[config.mk]
export PLATFORM = sky130hd
export DESIGN_NAME = period_sorted_task_list_unit
export DESIGN_NICKNAME = d
export VERILOG_FILES = /design/src/rtl/core/pstl_pkg.sv /design/src/rtl/core/period_sorted_task_list_unit.sv /design/src/rtl/core/pstl_cell.sv
export SDC_FILE = /design/constraint.sdc
export NUM_CORES = 2
export LEC_CHECK = 0
export CORE_MARGIN = 1.5
export CORE_UTILIZATION = 48
export CTS_CLUSTER_DIAMETER = 200
export DETAILED_ROUTE_END_ITERATION = 6
export DONT_BUFFER_PORTS = 1
export PLACE_DENSITY_LB_ADDON = 0.3
export SLEW_MARGIN = 10
export SYNTH_ARGS = -nofsm -noshare
export SYNTH_HDL_FRONTEND = slang
export SYNTH_SLANG_ARGS = --single-unit
export TNS_END_PERCENT = 50
[constraint.sdc]
create_clock -name clk -period 14.47 [get_ports clk]
set_input_delay 1.447 -clock clk [delete_from_list [all_inputs] [get_ports clk]]
set_output_delay 1.447 -clock clk [all_outputs]
set_load 0.05 [all_outputs]
[src/rtl/core/pstl_pkg.sv]
package pstl_pkg;

  localparam int PID_W    = 22;
  localparam int PERIOD_W = 63;
  localparam int STATUS_W = 3;
  localparam int COUNT_W  = 5;

  localparam logic FUNC_INSERT = 1'b0;
  localparam logic FUNC_DELETE = 1'b1;

  typedef enum logic [STATUS_W-1:0] {
    ST_INSERTED = 3'd0,
    ST_REPLACED = 3'd1,
    ST_DELETED  = 3'd2,
    ST_NOTFOUND = 3'd3,
    ST_DROPPED  = 3'd4
  } status_t;

  typedef enum logic [1:0] {
    OP_HOLD,
    OP_REMOVE,
    OP_INSERT
  } op_t;

  typedef enum logic {
    S_IDLE,
    S_INSERT
  } state_t;

  typedef struct packed {
    logic                used;
    logic [PID_W-1:0]    pid;
    logic [PERIOD_W-1:0] period;
  } slot_t;

  // travels from each cell to its right neighbour
  typedef struct packed {
    logic seen;
    logic ins;
  } link_t;

endpackage

[src/rtl/core/period_sorted_task_list_unit.sv]
// delete, not found and dropped items: the result is registered from the remove pass;
//   insert and replace take a remove pass, then an insert shift in the cell row (S_INSERT)
// in_ready is low during the insert pass and while a result waits on out_ready
// reset (rst_n low, synchronous): list empty, count zero, no result pending
module period_sorted_task_list_unit #(
  parameter int CAPACITY = 16
) (
  input  logic                          clk,
  input  logic                          rst_n,
  input  logic                          in_valid,
  output logic                          in_ready,
  input  logic                          in_func,
  input  logic [pstl_pkg::PID_W-1:0]    in_task_pid,
  input  logic [pstl_pkg::PERIOD_W-1:0] in_period_ns,
  output logic                          out_valid,
  input  logic                          out_ready,
  output logic [pstl_pkg::STATUS_W-1:0] out_status,
  output logic [pstl_pkg::COUNT_W-1:0]  out_entry_count,
  output logic                          out_head_valid,
  output logic [pstl_pkg::PID_W-1:0]    out_head_pid,
  output logic [pstl_pkg::PERIOD_W-1:0] out_head_period
);
  import pstl_pkg::*;

  localparam int CNT_W = $clog2(CAPACITY + 1);

  state_t              state_r, state_nxt;
  logic [CNT_W-1:0]    cnt_r, cnt_nxt;
  status_t             status_r, status_nxt;
  logic [PID_W-1:0]    key_pid_r;
  logic [PERIOD_W-1:0] key_period_r;
  logic                out_valid_r, out_valid_nxt;
  logic [STATUS_W-1:0] out_status_r;
  logic [COUNT_W-1:0]  out_count_r;
  logic                out_head_valid_r;
  logic [PID_W-1:0]    out_head_pid_r;
  logic [PERIOD_W-1:0] out_head_period_r;

  op_t                 op;
  logic                accept;
  logic                load_out;
  logic                found;
  logic [PID_W-1:0]    key_pid;
  logic [PERIOD_W-1:0] key_period;
  logic [CNT_W+COUNT_W-1:0] cnt_ext;
  logic [CAPACITY-1:0] used_vec;

  link_t links [CAPACITY+1];
  slot_t slots [CAPACITY+2];
  slot_t head_nxt;

  assign in_ready = (state_r == S_IDLE) && (!out_valid_r || out_ready);
  assign accept   = in_valid && in_ready;

  assign key_pid    = (state_r == S_INSERT) ? key_pid_r : in_task_pid;
  assign key_period = (state_r == S_INSERT) ? key_period_r : in_period_ns;

  assign links[0]          = '{seen: 1'b0, ins: 1'b0};
  assign slots[0]          = '0;
  assign slots[CAPACITY+1] = '0;

  for (genvar i = 0; i < CAPACITY; i++) begin : g_cell
    slot_t cell_nxt;
    pstl_cell u_cell (
      .clk        (clk),
      .rst_n      (rst_n),
      .op         (op),
      .key_pid    (key_pid),
      .key_period (key_period),
      .link_in    (links[i]),
      .left_slot  (slots[i]),
      .right_slot (slots[i+2]),
      .link_out   (links[i+1]),
      .slot       (slots[i+1]),
      .slot_nxt   (cell_nxt)
    );
    assign used_vec[i] = slots[i+1].used;
  end

  assign head_nxt = g_cell[0].cell_nxt;
  assign found    = links[CAPACITY].seen;

  always_comb begin
    state_nxt  = state_r;
    cnt_nxt    = cnt_r;
    status_nxt = status_r;
    op         = OP_HOLD;
    load_out   = 1'b0;
    unique case (state_r)
      S_IDLE: begin
        if (accept) begin
          op      = OP_REMOVE;
          cnt_nxt = cnt_r - CNT_W'(found);
          if (in_func == FUNC_INSERT) begin
            if (found) begin
              status_nxt = ST_REPLACED;
              state_nxt  = S_INSERT;
            end else if (cnt_r == CNT_W'(CAPACITY)) begin
              status_nxt = ST_DROPPED;
              load_out   = 1'b1;
            end else begin
              status_nxt = ST_INSERTED;
              state_nxt  = S_INSERT;
            end
          end else begin
            status_nxt = found ? ST_DELETED : ST_NOTFOUND;
            load_out   = 1'b1;
          end
        end
      end
      S_INSERT: begin
        op        = OP_INSERT;
        cnt_nxt   = cnt_r + CNT_W'(1);
        load_out  = 1'b1;
        state_nxt = S_IDLE;
      end
      default: begin
        state_nxt = S_IDLE;
      end
    endcase
  end

  always_comb begin
    if (load_out) begin
      out_valid_nxt = 1'b1;
    end else if (out_ready) begin
      out_valid_nxt = 1'b0;
    end else begin
      out_valid_nxt = out_valid_r;
    end
  end

  assign cnt_ext = {{COUNT_W{1'b0}}, cnt_nxt};

  always_ff @(posedge clk) begin
    if (!rst_n) begin
      state_r     <= S_IDLE;
      cnt_r       <= '0;
      status_r    <= ST_INSERTED;
      out_valid_r <= 1'b0;
    end else begin
      state_r     <= state_nxt;
      cnt_r       <= cnt_nxt;
      status_r    <= status_nxt;
      out_valid_r <= out_valid_nxt;
    end
  end

  always_ff @(posedge clk) begin
    if (accept) begin
      key_pid_r    <= in_task_pid;
      key_period_r <= in_period_ns;
    end
    if (load_out) begin
      out_status_r      <= status_nxt;
      out_count_r       <= cnt_ext[COUNT_W-1:0];
      out_head_valid_r  <= head_nxt.used;
      out_head_pid_r    <= head_nxt.used ? head_nxt.pid : '0;
      out_head_period_r <= head_nxt.used ? head_nxt.period : '0;
    end
  end

  assign out_valid       = out_valid_r;
  assign out_status      = out_status_r;
  assign out_entry_count = out_count_r;
  assign out_head_valid  = out_head_valid_r;
  assign out_head_pid    = out_head_pid_r;
  assign out_head_period = out_head_period_r;

  // the insert pass only starts with the result register free
  a_insert_out_free: assert property (@(posedge clk) disable iff (!rst_n)
    state_r == S_INSERT |-> !out_valid_r)
    else $error("insert pass with result pending");

  a_insert_gives_result: assert property (@(posedge clk) disable iff (!rst_n)
    state_r == S_INSERT |=> out_valid_r && state_r == S_IDLE)
    else $error("insert pass did not produce a result");

  a_count_matches_used: assert property (@(posedge clk) disable iff (!rst_n)
    $countones(used_vec) == 32'(cnt_r))
    else $error("held count differs from used cells");

  a_used_prefix: assert property (@(posedge clk) disable iff (!rst_n)
    ((used_vec >> 1) & ~used_vec) == '0)
    else $error("used cells not packed at the head");

  a_count_in_range: assert property (@(posedge clk) disable iff (!rst_n)
    cnt_r <= CNT_W'(CAPACITY))
    else $error("held count above capacity");

endmodule

[src/rtl/core/pstl_cell.sv]
module pstl_cell (
  input  logic                    clk,
  input  logic                    rst_n,
  input  pstl_pkg::op_t           op,
  input  logic [pstl_pkg::PID_W-1:0]    key_pid,
  input  logic [pstl_pkg::PERIOD_W-1:0] key_period,
  input  pstl_pkg::link_t         link_in,
  input  pstl_pkg::slot_t         left_slot,
  input  pstl_pkg::slot_t         right_slot,
  output pstl_pkg::link_t         link_out,
  output pstl_pkg::slot_t         slot,
  output pstl_pkg::slot_t         slot_nxt
);
  import pstl_pkg::*;

  logic                used_r, used_nxt;
  logic [PID_W-1:0]    pid_r, pid_nxt;
  logic [PERIOD_W-1:0] period_r, period_nxt;
  logic                match;
  logic                ins;

  assign match = used_r && (pid_r == key_pid);
  assign ins   = !used_r || (period_r > key_period);

  assign link_out.seen = link_in.seen || match;
  assign link_out.ins  = ins;

  always_comb begin
    used_nxt   = used_r;
    pid_nxt    = pid_r;
    period_nxt = period_r;
    unique case (op)
      OP_REMOVE: begin
        // close the gap: take the right neighbour from the hit onwards
        if (link_out.seen) begin
          used_nxt   = right_slot.used;
          pid_nxt    = right_slot.pid;
          period_nxt = right_slot.period;
        end
      end
      OP_INSERT: begin
        if (ins && link_in.ins) begin
          used_nxt   = left_slot.used;
          pid_nxt    = left_slot.pid;
          period_nxt = left_slot.period;
        end else if (ins) begin
          used_nxt   = 1'b1;
          pid_nxt    = key_pid;
          period_nxt = key_period;
        end
      end
      default: begin
      end
    endcase
  end

  always_ff @(posedge clk) begin
    if (!rst_n) begin
      used_r <= 1'b0;
    end else begin
      used_r <= used_nxt;
    end
  end

  always_ff @(posedge clk) begin
    pid_r    <= pid_nxt;
    period_r <= period_nxt;
  end

  assign slot     = '{used: used_r, pid: pid_r, period: period_r};
  assign slot_nxt = '{used: used_nxt, pid: pid_nxt, period: period_nxt};

endmodule

== After elaboration in Yosys (flattened, before gate mapping) ==
Cells that the tools add are included.

* Flip-flop bits (word level): 1,565
* Output and inout bits: 96

* Add/sub/neg operators: 2
* $lt $le $gt $ge: 16
* Equal/unequal tests: 49
* Muxes and demuxes: 213
* Bitwise logic cells: 1
* Reduce and logical (&&, ||, !) cells: 99

{| class="wikitable"
|+ Operators with widths
! cell !! count
|-
| $mux 63 || 48
|-
| $pmux 63 s2 || 16
|-
| $mux 22 || 48
|-
| $gt 63x63->1 || 16
|-
| $pmux 22 s2 || 16
|-
| $eq 22x22->1 || 16
|-
| $mux 1 || 59
|-
| $ne 3x1->1 const B || 15
|-
| $reduce_and 3->1 || 15
|-
| $pmux 1 s2 || 18
|-
| $logic_and 1x1->1 || 33
|-
| $logic_or 1x1->1 || 32
|-
| $ne 2x1->1 const B || 14
|-
| $logic_not 1->1 || 17
|-
| $mux 3 || 5
|-
| $pmux 5 s2 || 1
|-
| $add 5x1->5 const B || 1
|-
| $eq 5x5->1 const B || 1
|-
| $mux 5 || 1
|-
| $sub 5x1->5 || 1
|-
| $pmux 2 s2 || 1
|-
| $reduce_bool 2->1 || 2
|-
| $eq 2x1->1 const B || 1
|-
| $eq 2x2->1 const B || 1
|-
| 2 further kinds || 2
|}

== Logic depth before layout (Yosys ltp) ==
* Depth after elaboration: 23
* Gate-level depth with buffers: 23
* Mapped depth without buffers: 16

== Cells and area by module ==
From an unflattened synthesis, not the netlist that was laid out.

* Cells, all modules: 15,325
* Area total of the unflattened synthesis: 123,727.4 um^2

{| class="wikitable"
|+ By module, submodules not included
! module !! times used !! cells an instance !! area an instance (um^2) !! seq. area each (um^2)
|-
| pstl_cell at g_cell[0].u_cell ... || 12 || 966 || 7,430.9 || 1,721.7
|-
| pstl_cell at g_cell[6].u_cell ... || 3 || 807 || 6,705.2 || 1,721.7
|-
| period_sorted_task_list_unit || 1 || 440 || 7,622.3 || 5,575.3
|-
| pstl_cell at g_cell[9].u_cell || 1 || 872 || 6,819.0 || 1,721.7
|}

== Worst setup path before layout ==
No wires, ideal clock.

* Path kind: reg2reg
* Start point: register state_r
* End point: register g_cell[6].u_cell.period_r[0] (enable)
* Library setup time: 0.659 ns
* Arrival time: 11.309 ns
* Slack: 2.503 ns
* Cell stages (with the launch flop): 23
* Path buffers: 10
* Cell sequence: dfxtp_1 buf_2 buf_6 buf_6 clkbuf_1 clkbuf_1 clkbuf_1 clkbuf_1 nand2_1 a21boi_0 ha_1 nand2_1 or3_1 nand3b_1 nor3_1 o21ai_0 nand3_1 and2_1 clkbuf_1 clkbuf_1 buf_1 nand2_1 a21boi_0

* Cells in the longest elaborated chain, start to end: 11

{| class="wikitable"
|+ Ends and longest elaborated chain
! what !! line !! source
|-
| from (decl) || period_sorted_task_list_unit.sv:27 || <nowiki>state_t state_r, state_nxt;</nowiki>
|-
| from (signal assigned) || period_sorted_task_list_unit.sv:142 || <nowiki>state_r <= state_nxt;</nowiki>
|-
| parallel branches: the longest is 10 deep, another holds $gt 63x63->1 || -- ||
|-
| $reduce_and 3->1 (no source line) (*) || -- ||
|-
| to (signal assigned) || pstl_cell.sv:67 || <nowiki>period_r <= period_nxt;</nowiki>
|-
| to (decl) || pstl_cell.sv:18 || <nowiki>logic [PERIOD_W-1:0] period_r, period_nxt;</nowiki>
|}

Every way passes the cells marked *.
A chain may end at the register's enable or synchronous reset.

== Worst setup path after layout ==
* Start point: register state_r
* End point: register g_cell[1].u_cell.period_r[44] (enable)

* Cells in the longest elaborated chain, start to end: 8

{| class="wikitable"
|+ Ends and longest elaborated chain
! what !! line
|-
| parallel branches: the longest is 7 deep, another holds $gt 63x63->1 || --
|-
| $reduce_and 3->1 (no source line) (*) || --
|-
| to (signal assigned) || pstl_cell.sv:67
|-
| to (decl) || pstl_cell.sv:18
|}

Marked as above.

==> flow_summary.yaml <==
floorplan:
  ios: 186
  die_area_mm2: 0.220
  fp-row-count: 170
  dieWidth_um: 469
  start_util_pct: 48.4
  coreArea_mm2: 0.215
  die_h_um: 469
sta:
  hold_viol: 0
  finalCriticalPeriod_ns: 10.65
  timing.final.crit_share_pct: 73.6
  skew_ns: 0.0542
  rsz0062_at_grt: "no"
  worst_pin_slew_ns: 1.46
  fin_ws_ns: 3.82
  slew_headroom_pct: 2.73
  setup_violations: 0
  slew_violations: 0
  tns_ns: 0
  fmax_mhz: 93.9
route:
  drt-pass1-iter-count: 7
  ant_nets: 0
  drt_wl_total_um: 460000
  via_per_inst: 7.07
  dr.first_iter.drc_count: 14895
  vias: 92494
  wire_per_inst_um: 35.1
  post-route-drc-count: 1
cells_and_area:
  syn_to_final_growth_pct: 8.80
  stdcell_area_mm2: 0.113
  nFillCells: 18980
  final_util_pct: 52.7
  fin_nets: 11169
  layout-drive-gt1-share_pct: 7.37
synthesis:
  ys_types: 89
  synth-edff-count: 1454
  yosysTopAreaCell: "edfxtp_1"
  ys_seq_elements: 1565
  ys_seq_area_share_pct: 44.1
  yosysWarningCount: 0
  avgSynthCellArea_um2: 10.0
  synthFlopType: "edfxtp_1"
  syn_area_mm2: 0.104
  yosys-top-cells-area: "edfxtp_1 42%, ha_1 12%, mux2i_1 4.8%"
  yosysTopAreaCellShare_pct: 41.9
  syn_inst: 10395
  syn_nets: 11497
  postSynth.asyncResetShare_pct: 0
min_path:
  worstHoldEndpoint: "status_r[0]"
  worstHoldStart: "status_r[0]"
  hold_path.class: "reg2reg"
  hold_depth: 2
power_and_ir_drop:
  sw_frac_of_total_pct: 33.9
  p_sw_mw: 4.78
  irDropWorstVdd_mv: 0.131
  power_frac_clock_pct: 35.1
  p_int_mw: 9.31
  leakagePower_nw: 42.7
  seqPwrFrac_pct: 42.7
  power_mw: 14.1
  power.density_mw_per_mm2: 124
  pwr-share-comb_pct: 22.2
grt:
  grt-ovfl-total: 0
  grt_pass1_vias: 87710
  grt_pass1_wl_um: 645000
  track_usage_pct: 40.8
  grt_max_degree: 196
  antenna_found_initial: 30
setup_path:
  crit_required_ns: 14.97
  worstPathMaxFanout: 195
  path_class: "reg2reg"
  regToRegSetupSlack_ns: 3.82
  crit_path_end_kind: "flop"
  arrival_ns: 11.15
  reg2reg_depth: 16
  reg2reg_from: "state_r"
  start_kind: "flop"
  reg2reg_to: "g_cell[1].u_cell.period_r[44]"
place:
  portBuffers: 0
  place_congestion: 1.05
  place_area_mm2: 0.107
  dpl.hpwl_um: 323000
  post-place-ws_ns: 4.83
cts:
  cts-resized-gates: 0
  cts_buffers: 183
  clkLatencyLatePin_ns: 0.90
  cts_sinks: 1565
  cts_hold_buf: 0
  clockRootBuffer: "clkbuf_16"
  cts_setup_buffers: 0
  clk_pin_slew_ns: 0.06
  clockBufferDepth: 3
  cts_tree: "yes"
  htreeDepth: 4
status:
  failed_checks: "design-rule violations"
  status: "complete, but fails checks"
job:
  cap_violations: 0
-- cells in the final DEF (no fill, tap or decap), types with 183 or more instances in the layout --
master,instances
inv_1,377
clkbuf_16,183
o21ai_0,449
xnor2_1,349
nand3_1,414
a21oi_1,806
nand2_1,834
o221ai_1,283
buf_4,227
a31oi_1,248
nand4_1,386
nor2_1,965
edfxtp_1,1454
ha_1,1012
mux2i_1,499
-- synth_stat cells (19+ instances only) --
master,number
a221o_1,147
xnor2_1,349
o21ai_0,454
buf_2,93
a22oi_1,92
mux2_2,86
nor2b_1,33
nor4_1,176
buf_1,62
and2_1,36
nand2_1,839
a31oi_1,249
inv_1,380
clkbuf_1,574
o31ai_1,19
dfxtp_1,111
nor3_1,126
nor2_1,972
and4_1,32
nand2b_1,24
a211oi_1,45
a21oi_1,809
a21o_1,153
ha_1,1012
and3_1,34
o21ai_1,46
o221ai_2,50
mux2i_1,504
nand3_1,418
o211ai_1,31
o21a_1,36
o221ai_1,283
edfxtp_1,1454
a21boi_0,51
nand4_1,386
-- how the worst max path moves through the flow --
stage / from / endpoint / cells after the start
after floorplan: state_r / g_cell[6].u_cell.period_r[0] / 22
after global placement: state_r / g_cell[7].u_cell.period_r[57] / 17
after detailed placement: state_r / g_cell[1].u_cell.period_r[45] / 16
after CTS: state_r / g_cell[1].u_cell.period_r[44] / 16
after global routing: state_r / g_cell[1].u_cell.period_r[36] / 16
final: state_r / g_cell[1].u_cell.period_r[44] / 16
-- flip-flops by register name, indices dropped and copies added, names as in the netlist --
register / count
out_head_pid: 22
key_period_r: 63
out_valid: 1
g_cell.u_cell.pid_r: 352
g_cell.u_cell.period_r: 1008
out_head_period: 63
out_status: 3
key_pid_r: 22
out_entry_count: 5
status_r: 3
g_cell.u_cell.used_r: 16
cnt_r: 5
state_r: 1
out_head_valid: 1
-- through the flow --
stage | hold WS [ns] | instances
2_1_floorplan | 0.440 | 10395
3_3_place_gp | 0.450 | 12717
3_5_place_dp | 0.465 | 12720
4_1_cts | 0.476 | 13066
5_1_grt | 0.501 | 13070
6_report | 0.475 | 13084
-- logic make-up after synthesis --
logic type	synth area share (%)
compound gates	16.4
xor+xnor	2.98
fa+ha+maj	12.2
buf+inv	4.32
flops	44.1
mux	6.03
simple gates	14.1
-- worst max-delay path: stages, from the launching register on --
cell and delay, ns:
dfxtp_4 0.74, buf_12 0.50, buf_4 0.68, buf_12 0.60
nand2_1 0.44, a21boi_1 0.28, buf_4 0.28, ha_1 0.34
nand4_1 0.32, nor4_1 1.20, a21boi_0 0.60, o41ai_1 0.32
nand2_4 0.76, a21oi_1 0.27, nor2_4 0.62, buf_4 0.80
buf_4 0.73
-- cell type report --
| cell class | instances | area, um2 | area share [%] |
|---|---|---|---|
| Inverter | 380 | 1440 | 1.27 |
| Clock inverter | 82 | 1130 | 0.998 |
| Sequential cell | 1565 | 45900 | 40.5 |
| Timing Repair Buffer | 236 | 1880 | 1.66 |
| Clock buffer | 264 | 5140 | 4.54 |
| Tap cell | 2838 | 3550 | 3.13 |
| Antenna cell | 18 | 45.0 | 0.0398 |
| Multi-Input combinational cell | 7701 | 54200 | 47.9 |
-- power groups by stage --
| stage | Clock [mW] | Sequential [mW] | Combinational [mW] |
|---|---|---|---|
| 6_report | 4.94 | 6.02 | 3.12 |
| 5_1_grt | 5.11 | 6.04 | 3.30 |
| 4_1_cts | 4.95 | 5.99 | 3.00 |
| 3_5_place_dp | 0 | 6.08 | 2.99 |
| 3_3_place_gp | 0 | 6.07 | 2.91 |
| 2_1_floorplan | 0 | 5.86 | 1.94 |
-- routing by layer --
metal	part of all wire (%)	wire length, um	track usage (%)
met1	37	170000	51.7
met2	43	195000	59.9
met3	12	54300	10.4
met4	8.6	39300	30.3
met5	0.043	198	0.108
Note: power is estimated with default switching activity, not from simulation.
